`src/rtl/asd_pkg.sv`:
```
package asd_pkg;

	// fixed field widths
	localparam int FREQ_BITS    = 16;
	localparam int WINDOW_BITS  = 32;
	localparam int OP_BITS      = 2;
	localparam int INDEX_BITS   = 8;
	localparam int STATUS_BITS  = 2;
	localparam int SYMBOL_BITS  = 8;
	localparam int USED_BITS    = 6;
	localparam int SCOUNT_BITS  = 9;
	// wide enough for symbol counts, table indexes and MAX_SYMBOLS up to 4096
	localparam int CNT_BITS     = 13;

	// parameter defaults
	localparam int CODE_BITS_DEF   = 32;
	localparam int MAX_SYMBOLS_DEF = 256;

	localparam logic [SCOUNT_BITS-1:0] SCOUNT_RESET = 9'd256;

	// item operations
	localparam logic [OP_BITS-1:0] OP_LOAD   = 2'd0;
	localparam logic [OP_BITS-1:0] OP_START  = 2'd1;
	localparam logic [OP_BITS-1:0] OP_DECODE = 2'd2;

	// result status codes
	localparam logic [STATUS_BITS-1:0] ST_DECODED = 2'd0;
	localparam logic [STATUS_BITS-1:0] ST_WRITTEN = 2'd1;
	localparam logic [STATUS_BITS-1:0] ST_STARTED = 2'd2;
	localparam logic [STATUS_BITS-1:0] ST_ERROR   = 2'd3;

	// request to the serial multiply/divide unit
	typedef struct packed {
		logic start;
		logic dec;
	} md_req_t;

endpackage

```
`src/rtl/asd_cum_table.sv`:
```
module asd_cum_table #(
	parameter int DEPTH = asd_pkg::MAX_SYMBOLS_DEF,
	parameter int AW    = $clog2(asd_pkg::MAX_SYMBOLS_DEF)
) (
	input  logic                          clk,
	input  logic                          wr_en,
	input  logic [AW-1:0]                 wr_addr,
	input  logic [asd_pkg::FREQ_BITS-1:0] wr_data,
	input  logic [AW-1:0]                 rd_addr,
	output logic [asd_pkg::FREQ_BITS-1:0] rd_data
);

	logic [asd_pkg::FREQ_BITS-1:0] mem_q [DEPTH];
	logic [asd_pkg::FREQ_BITS-1:0] rd_data_q;

	// single write port
	always_ff @(posedge clk) begin
		if (wr_en) begin
			mem_q[wr_addr] <= wr_data;
		end
	end

	// registered read port
	always_ff @(posedge clk) begin
		rd_data_q <= mem_q[rd_addr];
	end

	assign rd_data = rd_data_q;

endmodule

```
`src/rtl/asd_muldiv.sv`:
```
// serial (a * b - dec) / d: one multiplier bit per cycle, then one quotient bit per cycle
module asd_muldiv #(
	parameter int CODE_BITS = asd_pkg::CODE_BITS_DEF
) (
	input  logic                          clk,
	input  logic                          arst_n,
	input  asd_pkg::md_req_t              req,
	input  logic [CODE_BITS:0]            a,
	input  logic [asd_pkg::FREQ_BITS-1:0] b,
	input  logic [CODE_BITS:0]            d,
	output logic                          done,
	output logic [CODE_BITS+asd_pkg::FREQ_BITS:0] q
);

	localparam int FB = asd_pkg::FREQ_BITS;
	localparam int PW = CODE_BITS + 1 + FB;
	localparam int RW = CODE_BITS + 1;
	localparam int CW = $clog2(PW + 1);

	typedef enum logic [2:0] {
		MD_IDLE = 3'b001,
		MD_MUL  = 3'b010,
		MD_DIV  = 3'b100
	} md_state_t;

	md_state_t         state_q;
	logic [PW-1:0]     acc_q;
	logic [RW-1:0]     a_q;
	logic [RW-1:0]     d_q;
	logic [FB-1:0]     b_q;
	logic [RW-1:0]     rem_q;
	logic [CW-1:0]     cnt_q;
	logic              dec_q;
	logic              done_q;

	logic [PW-1:0]     mul_next;
	logic [RW-1:0]     rem_shift;
	logic [RW:0]       rem_diff;
	logic              ge;

	// multiply step, msb of b first
	always_comb begin
		mul_next = {acc_q[PW-2:0], 1'b0} + (b_q[FB-1] ? PW'(a_q) : '0);
	end

	// restoring divide step: remainder stays below d, so the shift fits RW bits while d is below 2**CODE_BITS
	always_comb begin
		rem_shift = {rem_q[RW-2:0], acc_q[PW-1]};
		rem_diff  = {1'b0, rem_shift} - {1'b0, d_q};
		ge        = ~rem_diff[RW];
	end

	always_ff @(posedge clk or negedge arst_n) begin
		if (!arst_n) begin
			state_q <= MD_IDLE;
			done_q  <= 1'b0;
			cnt_q   <= '0;
		end else begin
			done_q <= 1'b0;
			case (state_q)
				MD_IDLE: begin
					if (req.start) begin
						state_q <= MD_MUL;
						cnt_q   <= CW'(FB);
					end
				end
				MD_MUL: begin
					if (cnt_q == CW'(1)) begin
						state_q <= MD_DIV;
						cnt_q   <= CW'(PW);
					end else begin
						cnt_q <= cnt_q - CW'(1);
					end
				end
				MD_DIV: begin
					if (cnt_q == CW'(1)) begin
						state_q <= MD_IDLE;
						done_q  <= 1'b1;
					end
					cnt_q <= cnt_q - CW'(1);
				end
				default: begin
					state_q <= MD_IDLE;
				end
			endcase
		end
	end

	// datapath: acc holds the product, then shifts out dividend bits and in quotient bits
	always_ff @(posedge clk) begin
		case (state_q)
			MD_IDLE: begin
				if (req.start) begin
					a_q   <= a;
					b_q   <= b;
					d_q   <= d;
					dec_q <= req.dec;
					acc_q <= '0;
				end
			end
			MD_MUL: begin
				b_q <= {b_q[FB-2:0], 1'b0};
				if (cnt_q == CW'(1)) begin
					acc_q <= mul_next - PW'(dec_q);
					rem_q <= '0;
				end else begin
					acc_q <= mul_next;
				end
			end
			MD_DIV: begin
				rem_q <= ge ? rem_diff[RW-1:0] : rem_shift;
				acc_q <= {acc_q[PW-2:0], ge};
			end
			default: begin
			end
		endcase
	end

	assign done = done_q;
	assign q    = acc_q;

endmodule

```
`src/rtl/arithmetic_symbol_decoder_core.sv`:
```
// Integer arithmetic decoder with a static cumulative-frequency table. A load beat
// writes one table entry if its index is in range, a start beat resets the interval
// and takes CODE_BITS code bits, a decode beat returns one symbol and the number of
// code bits it consumed. A decode beat runs target scaling and the two interval
// bounds in the shared serial multiply/divide unit, searches table entries through
// the single registered table read port, and makes at most CODE_BITS renormalization
// shifts.
// A new beat is taken while the previous result still waits on the output.
// symbol_count may be written whenever the block is idle; cfg_ready is always high.
module arithmetic_symbol_decoder_core #(
	parameter int CODE_BITS   = asd_pkg::CODE_BITS_DEF,
	parameter int MAX_SYMBOLS = asd_pkg::MAX_SYMBOLS_DEF
) (
	input  logic                            clk,
	input  logic                            arst_n,
	input  logic                            cfg_valid,
	output logic                            cfg_ready,
	input  logic [asd_pkg::SCOUNT_BITS-1:0] cfg_data,
	input  logic                            in_valid,
	output logic                            in_ready,
	input  logic [asd_pkg::OP_BITS-1:0]     op,
	input  logic [asd_pkg::INDEX_BITS-1:0]  entry_index,
	input  logic [asd_pkg::FREQ_BITS-1:0]   entry_cum_freq,
	input  logic [asd_pkg::WINDOW_BITS-1:0] code_window,
	output logic                            out_valid,
	input  logic                            out_ready,
	output logic [asd_pkg::STATUS_BITS-1:0] status,
	output logic [asd_pkg::SYMBOL_BITS-1:0] symbol,
	output logic [asd_pkg::USED_BITS-1:0]   bits_used
);

	localparam int CW  = CODE_BITS;
	localparam int FB  = asd_pkg::FREQ_BITS;
	localparam int WB  = asd_pkg::WINDOW_BITS;
	localparam int NB  = asd_pkg::CNT_BITS;
	localparam int AW  = (MAX_SYMBOLS > 1) ? $clog2(MAX_SYMBOLS) : 1;
	localparam int PW  = CW + 1 + FB;
	localparam int KW  = $clog2(CW + 1);
	localparam logic [CW-1:0] HALF    = {1'b1, {(CW-1){1'b0}}};
	localparam logic [CW-1:0] QUARTER = {2'b01, {(CW-2){1'b0}}};
	localparam logic [CW-1:0] THREEQ  = {2'b11, {(CW-2){1'b0}}};

	typedef enum logic [9:0] {
		S_IDLE   = 10'b0000000001,
		S_SC_RD  = 10'b0000000010,
		S_SC_GET = 10'b0000000100,
		S_T_RUN  = 10'b0000001000,
		S_SR_RD  = 10'b0000010000,
		S_SR_CMP = 10'b0000100000,
		S_H_RUN  = 10'b0001000000,
		S_L_RUN  = 10'b0010000000,
		S_RENORM = 10'b0100000000,
		S_FIN    = 10'b1000000000
	} state_t;

	state_t                          state_q;
	logic [asd_pkg::SCOUNT_BITS-1:0] scount_q;
	logic [CW-1:0]                   low_q;
	logic [CW-1:0]                   high_q;
	logic [CW-1:0]                   code_q;
	logic [WB-1:0]                   window_q;
	logic [FB-1:0]                   scale_q;
	logic [CW:0]                     range_q;
	logic [FB-1:0]                   tgt_q;
	logic                            tovf_q;
	logic [AW-1:0]                   addr_q;
	logic [AW-1:0]                   idx_q;
	logic [FB-1:0]                   prev_q;
	logic [FB-1:0]                   first_q;
	logic [FB-1:0]                   hicf_q;
	logic [FB-1:0]                   locf_q;
	logic [AW-1:0]                   sym_q;
	logic [CW-1:0]                   hq_q;
	logic [KW-1:0]                   k_q;
	logic                            md_start_q;
	logic [asd_pkg::STATUS_BITS-1:0] res_status_q;
	logic [asd_pkg::SYMBOL_BITS-1:0] res_sym_q;
	logic [asd_pkg::USED_BITS-1:0]   res_used_q;
	logic                            out_valid_q;
	logic [asd_pkg::STATUS_BITS-1:0] status_q;
	logic [asd_pkg::SYMBOL_BITS-1:0] symbol_q;
	logic [asd_pkg::USED_BITS-1:0]   bits_used_q;

	logic                            in_fire;
	logic                            idx_ok;
	logic [NB-1:0]                   cnt_act;
	logic [AW-1:0]                   last_idx;
	logic [FB-1:0]                   rd_data;
	logic [CW:0]                     diff_ext;
	logic [CW:0]                     range_c;
	logic                            hit;
	logic                            md_done;
	logic [PW-1:0]                   md_q;
	asd_pkg::md_req_t                md_req;
	logic [CW:0]                     md_a;
	logic [FB-1:0]                   md_b;
	logic [CW:0]                     md_d;
	logic [CW-1:0]                   rn_off;
	logic                            rn_go;

	assign in_ready  = (state_q == S_IDLE);
	assign in_fire   = in_valid & in_ready;
	assign cfg_ready = 1'b1;

	// active symbol count, clamped to 1..MAX_SYMBOLS
	always_comb begin
		cnt_act = NB'(scount_q);
		if (cnt_act == '0) begin
			cnt_act = NB'(1);
		end
		if (cnt_act > NB'(MAX_SYMBOLS)) begin
			cnt_act = NB'(MAX_SYMBOLS);
		end
		last_idx = AW'(cnt_act - NB'(1));
	end

	assign idx_ok = NB'(entry_index) < NB'(MAX_SYMBOLS);

	// interval arithmetic at CODE_BITS bits
	assign diff_ext = {1'b0, code_q - low_q} + (CW+1)'(1);
	assign range_c  = {1'b0, high_q - low_q} + (CW+1)'(1);

	// search compare: lower <= target < upper
	assign hit = ~tovf_q && (prev_q <= tgt_q) && (tgt_q < rd_data);

	asd_cum_table #(
		.DEPTH(MAX_SYMBOLS),
		.AW   (AW)
	) u_table (
		.clk    (clk),
		.wr_en  (in_fire && (op == asd_pkg::OP_LOAD) && idx_ok),
		.wr_addr(AW'(entry_index)),
		.wr_data(entry_cum_freq),
		.rd_addr(addr_q),
		.rd_data(rd_data)
	);

	// operand select for the shared multiply/divide unit
	always_comb begin
		md_req.start = md_start_q;
		md_req.dec   = (state_q == S_T_RUN);
		md_a = range_q;
		md_b = hicf_q;
		md_d = (CW+1)'(scale_q);
		case (state_q)
			S_T_RUN: begin
				md_a = diff_ext;
				md_b = scale_q;
				md_d = range_q;
			end
			S_L_RUN: begin
				md_b = locf_q;
			end
			default: begin
			end
		endcase
	end

	asd_muldiv #(
		.CODE_BITS(CODE_BITS)
	) u_muldiv (
		.clk   (clk),
		.arst_n(arst_n),
		.req   (md_req),
		.a     (md_a),
		.b     (md_b),
		.d     (md_d),
		.done  (md_done),
		.q     (md_q)
	);

	// renormalization step select
	always_comb begin
		rn_go  = 1'b1;
		rn_off = '0;
		if (high_q < HALF) begin
			rn_off = '0;
		end else if (low_q >= HALF) begin
			rn_off = HALF;
		end else if ((low_q >= QUARTER) && (high_q <= THREEQ)) begin
			rn_off = QUARTER;
		end else begin
			rn_go = 1'b0;
		end
	end

	// control
	always_ff @(posedge clk or negedge arst_n) begin
		if (!arst_n) begin
			state_q     <= S_IDLE;
			scount_q    <= asd_pkg::SCOUNT_RESET;
			low_q       <= '0;
			high_q      <= '1;
			code_q      <= '0;
			md_start_q  <= 1'b0;
			out_valid_q <= 1'b0;
		end else begin
			md_start_q <= 1'b0;
			if (cfg_valid) begin
				scount_q <= cfg_data;
			end
			if (out_valid_q && out_ready) begin
				out_valid_q <= 1'b0;
			end
			case (state_q)
				S_IDLE: begin
					if (in_fire) begin
						case (op)
							asd_pkg::OP_LOAD: begin
								state_q <= S_FIN;
							end
							asd_pkg::OP_START: begin
								low_q   <= '0;
								high_q  <= '1;
								code_q  <= code_window[WB-1 -: CW];
								state_q <= S_FIN;
							end
							asd_pkg::OP_DECODE: begin
								state_q <= S_SC_RD;
							end
							default: begin
								state_q <= S_FIN;
							end
						endcase
					end
				end
				S_SC_RD: begin
					state_q <= S_SC_GET;
				end
				S_SC_GET: begin
					if (rd_data == '0) begin
						state_q <= S_FIN;
					end else begin
						md_start_q <= 1'b1;
						state_q    <= S_T_RUN;
					end
				end
				S_T_RUN: begin
					if (md_done) begin
						state_q <= S_SR_RD;
					end
				end
				S_SR_RD: begin
					state_q <= S_SR_CMP;
				end
				S_SR_CMP: begin
					if (hit || (idx_q == last_idx)) begin
						md_start_q <= 1'b1;
						state_q    <= S_H_RUN;
					end else begin
						state_q <= S_SR_RD;
					end
				end
				S_H_RUN: begin
					if (md_done) begin
						md_start_q <= 1'b1;
						state_q    <= S_L_RUN;
					end
				end
				S_L_RUN: begin
					if (md_done) begin
						high_q  <= low_q + hq_q - CW'(1);
						low_q   <= low_q + md_q[CW-1:0];
						state_q <= S_RENORM;
					end
				end
				S_RENORM: begin
					if ((k_q == KW'(CW)) || !rn_go) begin
						state_q <= S_FIN;
					end else begin
						low_q  <= (low_q - rn_off) << 1;
						high_q <= ((high_q - rn_off) << 1) | CW'(1);
						code_q <= ((code_q - rn_off) << 1) | CW'(window_q[WB-1]);
					end
				end
				S_FIN: begin
					if (!out_valid_q || out_ready) begin
						out_valid_q <= 1'b1;
						state_q     <= S_IDLE;
					end
				end
				default: begin
					state_q <= S_IDLE;
				end
			endcase
		end
	end

	// datapath registers
	always_ff @(posedge clk) begin
		case (state_q)
			S_IDLE: begin
				window_q  <= code_window;
				addr_q    <= last_idx;
				k_q       <= '0;
				res_sym_q <= '0;
				case (op)
					asd_pkg::OP_LOAD: begin
						res_status_q <= idx_ok ? asd_pkg::ST_WRITTEN : asd_pkg::ST_ERROR;
						res_used_q   <= '0;
					end
					asd_pkg::OP_START: begin
						res_status_q <= asd_pkg::ST_STARTED;
						res_used_q   <= asd_pkg::USED_BITS'(CW);
					end
					asd_pkg::OP_DECODE: begin
						res_status_q <= asd_pkg::ST_DECODED;
						res_used_q   <= '0;
					end
					default: begin
						res_status_q <= asd_pkg::ST_ERROR;
						res_used_q   <= '0;
					end
				endcase
			end
			S_SC_GET: begin
				scale_q <= rd_data;
				range_q <= range_c;
			end
			S_T_RUN: begin
				tgt_q  <= md_q[FB-1:0];
				tovf_q <= |md_q[PW-1:FB];
				addr_q <= '0;
				idx_q  <= '0;
				prev_q <= '0;
			end
			S_SR_CMP: begin
				if (idx_q == '0) begin
					first_q <= rd_data;
				end
				if (hit) begin
					sym_q  <= idx_q;
					hicf_q <= rd_data;
					locf_q <= prev_q;
				end else if (idx_q == last_idx) begin
					sym_q  <= '0;
					hicf_q <= (idx_q == '0) ? rd_data : first_q;
					locf_q <= '0;
				end else begin
					idx_q  <= idx_q + AW'(1);
					addr_q <= idx_q + AW'(1);
					prev_q <= rd_data;
				end
			end
			S_H_RUN: begin
				hq_q      <= md_q[CW-1:0];
				res_sym_q <= asd_pkg::SYMBOL_BITS'(sym_q);
			end
			S_RENORM: begin
				if ((k_q != KW'(CW)) && rn_go) begin
					k_q      <= k_q + KW'(1);
					window_q <= {window_q[WB-2:0], 1'b0};
				end else begin
					res_used_q <= asd_pkg::USED_BITS'(k_q);
				end
			end
			S_FIN: begin
				if (!out_valid_q || out_ready) begin
					status_q    <= res_status_q;
					symbol_q    <= res_sym_q;
					bits_used_q <= res_used_q;
				end
			end
			default: begin
			end
		endcase
	end

	assign out_valid = out_valid_q;
	assign status    = status_q;
	assign symbol    = symbol_q;
	assign bits_used = bits_used_q;

endmodule
```
`config.mk`:
```
export PLATFORM = sky130hd
export DESIGN_NAME = arithmetic_symbol_decoder_core
export DESIGN_NICKNAME = d
export VERILOG_FILES = /design/src/rtl/asd_pkg.sv /design/src/rtl/asd_cum_table.sv /design/src/rtl/asd_muldiv.sv /design/src/rtl/arithmetic_symbol_decoder_core.sv
export SDC_FILE = /design/constraint.sdc
export NUM_CORES = 2
export LEC_CHECK = 0
export BUFFER_PORTS_ARGS = -buffer_cell sky130_fd_sc_hd__buf_2
export CAP_MARGIN = 20
export CORE_AREA = 3 3 667 536
export DETAILED_ROUTE_END_ITERATION = 12
export DIE_AREA = 0 0 670 539
export PLACE_DENSITY = 0.73
export SLEW_MARGIN = 20
export SYNTH_ARGS = -nofsm -noshare
export SYNTH_HDL_FRONTEND = slang
export SYNTH_SLANG_ARGS = --single-unit
```
`constraint.sdc`:
```
create_clock -name clk -period 4.4 [get_ports clk]
set_input_delay 0.44 -clock clk [delete_from_list [all_inputs] [get_ports clk]]
set_output_delay 0.44 -clock clk [all_outputs]
set_load 0.01 [all_outputs]
```
=== Yosys cells after proc, flatten, opt, wreduce, memory -nomap -nowiden ===
Memories as Yosys holds them, arrays and structs flattened. A register that Yosys moved wholly into a read port is not among the register bits.
Cells that the tools add are included.

* Flip-flop bits (word level): 547
* Memory bits (writable): 4,096
* Word-level logic and storage cells: 224
* Memories: 1

* $add $sub $neg: 17
* Magnitude comparators: 7
* Equal/unequal tests: 34
* Multiplexer cells: 85
* Bitwise logic cells: 4
* Reductions and logical operators: 39

{| class="wikitable"
|+ Memory list
! memory !! words !! width !! read ports !! clocked after Yosys merged registers in !! wr ports !! RTL line !! RTL
|-
| u_table.mem_q || 256 || 16 || 1 || 1 || 1 || asd_cum_table.sv:13 || <nowiki>logic [asd_pkg::FREQ_BITS-1:0] mem_q [DEPTH];</nowiki>
|}

{| class="wikitable"
|+ Operators by type and width
! operator !! number
|-
| $mux W32 || 14
|-
| $pmux W32 S2 || 3
|-
| $pmux W32 S3 || 2
|-
| $pmux W49 S3 || 1
|-
| $mux W16 || 9
|-
| $pmux W10 S10 || 1
|-
| $mux W49 || 2
|-
| $pmux W16 S2 || 3
|-
| $mux W31 || 3
|-
| $sub A31 B31 Y31 || 3
|-
| $mux W10 || 8
|-
| $add A32 B1 Y33 const B || 2
|-
| $mux W33 || 2
|-
| $add A32 B32 Y32 || 2
|-
| $sub A32 B32 Y32 || 2
|-
| $add A49 B49 Y49 || 1
|-
| $sub A49 B1 Y49 || 1
|-
| $mux W8 || 5
|-
| $sub A33 B33 Y34 || 1
|-
| $reduce_or A33 Y1 || 1
|-
| $ge A32 B31 Y1 const B || 1
|-
| $ge A32 B32 Y1 const B || 1
|-
| $le A32 B32 Y1 const B || 1
|-
| $lt A32 B32 Y1 const B || 1
|-
| other kinds (58) || 116
|}

=== Depth between registers and ports, before layout ===
* Depth in word-level cells: 9
* Mapped depth: 18
* Mapped depth without buffers: 17

=== Modules after synthesis ===
Synthesis repeated with hierarchy kept, for this count alone.

* Cells, all modules: 11,414
* Area, all modules: 196,259.5 um^2

{| class="wikitable"
|+ Modules (own cells, without submodules)
! module !! instances !! cells an instance !! area each (um^2)
|-
| asd_cum_table || 1 || 7,360 || 158,714.7
|-
| arithmetic_symbol_decoder_core || 1 || 2,739 || 25,258.0
|-
| asd_muldiv || 1 || 1,315 || 12,286.8
|}

=== Least setup slack after synthesis ===
No wires, ideal clock.

* Path type: register to register
* From: reg u_muldiv.b_q[15]
* To: reg u_muldiv.acc_q[44] (netlist: u_muldiv.q[44]), data pin
* Arrival time: 4.538 ns
* Slack: -0.394 ns
* Cell stages (with the launch flop): 17
* Period minus slack after synthesis: 4.794 ns
* Cells stage by stage: edfxtp_1 > clkbuf_1 > and2_1 > ha_1 > fa_1 > a211o_1 > or3_1 > a21oi_1 > a2bb2oi_1 > nand4bb_1 > or4_1 > nor4b_2 > nand2_1 > nor4_4 > nand3b_1 > xnor2_1 > a22o_1

* Cells in the longest elaborated chain, start to end: 5

{| class="wikitable"
|+ Ends and longest elaborated chain
! what !! RTL line !! RTL
|-
| start, declared || asd_muldiv.sv:30 || <nowiki>logic [FB-1:0] b_q;</nowiki>
|-
| start signal, assigned || asd_muldiv.sv:102 || <nowiki>b_q <= {b_q[FB-2:0], 1'b0};</nowiki>
|-
| $mux W33 (*) || asd_muldiv.sv:43 || <nowiki>mul_next = {acc_q[PW-2:0], 1'b0} + (b_q[FB-1] ? PW'(a_q) : '0);</nowiki>
|-
| $add A49 B49 Y49 (*) || asd_muldiv.sv:43 ||
|-
| $sub A49 B1 Y49 || asd_muldiv.sv:104 || <nowiki>acc_q <= mul_next - PW'(dec_q);</nowiki>
|-
| $mux W49 (*) || asd_muldiv.sv:103 || <nowiki>if (cnt_q == CW'(1)) begin</nowiki>
|-
| $pmux W49 S3 (*) || asd_muldiv.sv:91 || <nowiki>case (state_q)</nowiki>
|-
| end signal, assigned || asd_muldiv.sv:104 ||
|-
| end signal, assigned || asd_muldiv.sv:107 || <nowiki>acc_q <= mul_next;</nowiki>
|-
| end signal, assigned || asd_muldiv.sv:112 || <nowiki>acc_q <= {acc_q[PW-2:0], ge};</nowiki>
|-
| end, declared || asd_muldiv.sv:27 || <nowiki>logic [PW-1:0] acc_q;</nowiki>
|}

Every way passes the cells marked *; elsewhere a longest branch is shown, timed or not.
A chain may end at the register's enable or synchronous reset.

=== Worst setup path after layout ===
* From: reg u_muldiv.b_q[15]
* To: reg u_muldiv.acc_q[45] (netlist: u_muldiv.q[45]), data pin

The elaborated chain is that of the path after synthesis.

==> impl_metrics.toml <==
[run_status]
run_status = "complete, but fails checks"
failed_checks = "setup timing"

[cts]
htreeDepth = 5
cts_buffer_depth = 4
cts_tree = "done"
root_buffer = "clkbuf_16"
clk_pin_slew_ns = 0.06
clock-sinks = 4659
clk_latency_ns = 0.98
cts_buffers = 432

[sta]
tns_ns = -4.21
hold_violations = 0
post-route-period-util_pct = 108
slew_headroom_pct = 20.4
fin_skew_ns = 0.0533
tightest_slew_ns = 1.19
rsz0062_at_grt = "yes"
timing.fmax_ghz = 0.210
final_max_slew_viol_count = 0
fin_ws_ns = -0.357
post-route-min-period_ns = 4.76
setup_violations = 19

[power]
power_leakage_nw = 73.5
p_per_area_nw_per_um2 = 563
peakVddDrop_mv = 0.483

[logic_synthesis]
synth_commonest_cells = "edfxtp_1, mux4_2, nor2_1"
synth-edff-count = 4516
yosys_warnings = 0
avgSynthCellArea_um2 = 19.2
ys_seq_area_share_pct = 72.1
synth_fp_nets = 10400
postSynth.asyncResetShare_pct = 2.73
ys_ff_latch = 4659
yosysUniqueCellTypes = 97
synth_area_leaders = "edfxtp_1, mux4_2, ha_1"
netlist.area_leader.share_pct = 70.2
yosysTopAreaCell = "edfxtp_1"
yosysMostFrequentCell = "edfxtp_1"
syn_inst = 10100
ys.flop_type = "edfxtp_1"
syn_area_um2 = 193000

[global_routing]
first_global_vias = 103000
grt_overflow_total = 0
grt_antenna_before_repair = 55
grt_pass1_wl_um = 733000
grt_max_degree = 152
track_usage_pct = 27.8

[final_layout]
final_cell_count_no_fill = 16200
n_fill_cell = 23500
synthToLayoutAreaGrowth_pct = 14.9
nets = 11400
final_core_util_pct = 63.0
drive_above_1_share_pct = 28.5
fin_area_um2 = 222000

[floorplan]
core_um2 = 352000
dieWidth_um = 670
dieArea_um2 = 361000
die_h_um = 539
start_util_pct = 54.8
rows = 195
ios = 91

[min_path]
hold_end = "u_table.mem_q[250][1]$_DFFE_PP_"
hp-class = "input pin to flip-flop"
min_from = "entry_cum_freq[1]"
hold_depth = 1

[place]
dp.cells = 15300
place_ws_ns = -0.610
gp_congestion = 0.912
portBuffers = 89
dp_hpwl_um = 315000
placed_area_um2 = 206000

[worst_setup_path]
arrival_ns = 5.50
reg2reg_to = "u_muldiv.q[45]$_DFFE_PP_"
cp-end-kind = "flip-flop"
r2r-start = "u_muldiv.b_q[15]$_DFFE_PP_"
crit_type = "flip-flop to flip-flop"
required_ns = 5.14
rr_worst_depth = 17
r2r_slack_ns = -0.36
path_max_fanout = 13
critPathLaunchType = "flip-flop"
crit_start = "u_muldiv.b_q[15]$_DFFE_PP_"

[detailed_routing]
ant_nets = 0
wl_per_cell_um = 31.2
drc = 0
drt-initial-drc-count = 15600
num_vias = 105000
drt_pass1_iterations = 7
avgViaCountPerCell = 6.50
wirelength_um = 505000

[run]
cap_viol_max_count = 0
[worst max-delay path, stage by stage, from the launching register on]
cell      delay, ns
edfxtp_1       0.46
buf_6          0.17
buf_6          0.14
and2_1         0.17
ha_4           0.29
and4_1         0.20
or3b_4         0.41
o22a_1         0.23
o21ai_4        0.11
o21a_1         0.20
xor2_1         0.09
or4_4          0.57
buf_6          0.15
or4_4          0.45
or3_4          0.40
o311ai_2       0.22
a21boi_2       0.19
nand2_1        0.05
[logic make-up (layout without fill, tap and decap cells)]
family,Yosys count,count (layout),synth area share (%)
compound gates,1004,1004,3.32
xor+xnor,273,273,1.24
fa+ha+maj,271,271,1.78
buf+inv,763,2132,1.49
flops,4659,4659,72.1
mux,1384,1384,16.0
other cells,1,22,0.00194
simple gates,1712,1712,4.10
[layout by cell type (no fill, tap or decap), drive strengths merged, types with 17 or more instances in the layout]
cell type / instances
and2: 107
inv: 285
xnor2: 171
clkinv: 186
and3: 30
o21bai: 21
edfxtp: 4516
or2: 22
nand2: 485
nor2b: 32
nand4: 46
ha: 265
mux4: 1360
nand2b: 36
a21oi: 284
diode: 21
a221oi: 52
a21o: 94
or3: 26
dlygate4sd3: 60
xor2: 102
o21ai: 230
o211ai: 27
dfstp: 35
a22oi: 26
buf: 986
nand3: 90
o31ai: 17
o21a: 26
a211oi: 25
nor4: 46
bufinv: 41
clkbuf: 560
nor2: 643
dfrtp: 92
a31oi: 72
nor3: 68
[flip-flops by register name, indices dropped and copies added, names as in the netlist, 9 cells and up]
name,cells
u_muldiv.q,49
scount_q,9
hq_q,32
high_q,32
range_q,33
u_muldiv.d_q,33
tgt_q,16
prev_q,16
state_q,10
hicf_q,16
first_q,16
scale_q,16
u_muldiv.a_q,33
window_q,32
low_q,32
u_table.rd_data,16
code_q,32
u_muldiv.rem_q,32
u_muldiv.b_q,16
u_table.mem_q,4096
locf_q,16
[final cells by class]
type                            instances  area, um^2  share of cell area (%)
Sequential cell                      4659      139000                    62.7
Multi-Input combinational cell       4645       52300                    23.6
Clock buffer                          544       11400                    5.16
Timing Repair Buffer                 1062        9340                    4.21
Tap cell                             4728        5920                    2.67
Clock inverter                        251        2610                    1.18
Inverter                              275        1030                   0.465
Antenna cell                           21        52.6                  0.0237
[stage by stage]
step	power, mW	hold WS, ns
3_5_place_dp	87.3	0.407
3_3_place_gp	86.8	0.406
4_1_cts	125	0.00842
6_report	125	0.0240
5_1_grt	129	0.0279
2_1_floorplan	73.2	0.144
[where the power goes]
group | switching (mW) | total [mW] | internal [mW]
combinational | 20.8 | 37.2 | 16.3
clock | 16.5 | 37.4 | 20.9
sequential | 0.764 | 50.4 | 49.7
total | 38.1 | 125 | 86.9
[what timing repair did]
action,4_1_cts,5_1_grt
endpoints found under the hold margin,228,0
resized for setup,97,141
buffers inserted,24,24
hold buffers,61,0
endpoints found under the setup margin,68,132
pin swaps,44,73
[per-layer routing]
metal	share of wire, %	track usage (%)	vias up
met3	12	6.16	801
met1	40	42.7	54900
met4	2.8	7.35	10
li1	-	-	43100
met2	45	40.8	6432
met5	0.014	0	-
[worst max path at each step]
stage / endpoint / slack, ns / depth (start not counted)
floorplan: u_muldiv.q[44]$_DFFE_PP_ / -0.04 / 16
global placement: u_muldiv.q[47]$_DFFE_PP_ / -0.60 / 18
detailed placement: u_muldiv.q[41]$_DFFE_PP_ / -0.61 / 20
CTS: u_muldiv.q[45]$_DFFE_PP_ / -0.33 / 16
global route: u_muldiv.q[41]$_DFFE_PP_ / -0.52 / 17
finish: u_muldiv.q[45]$_DFFE_PP_ / -0.36 / 17
Power figures use the tool's default switching activity.
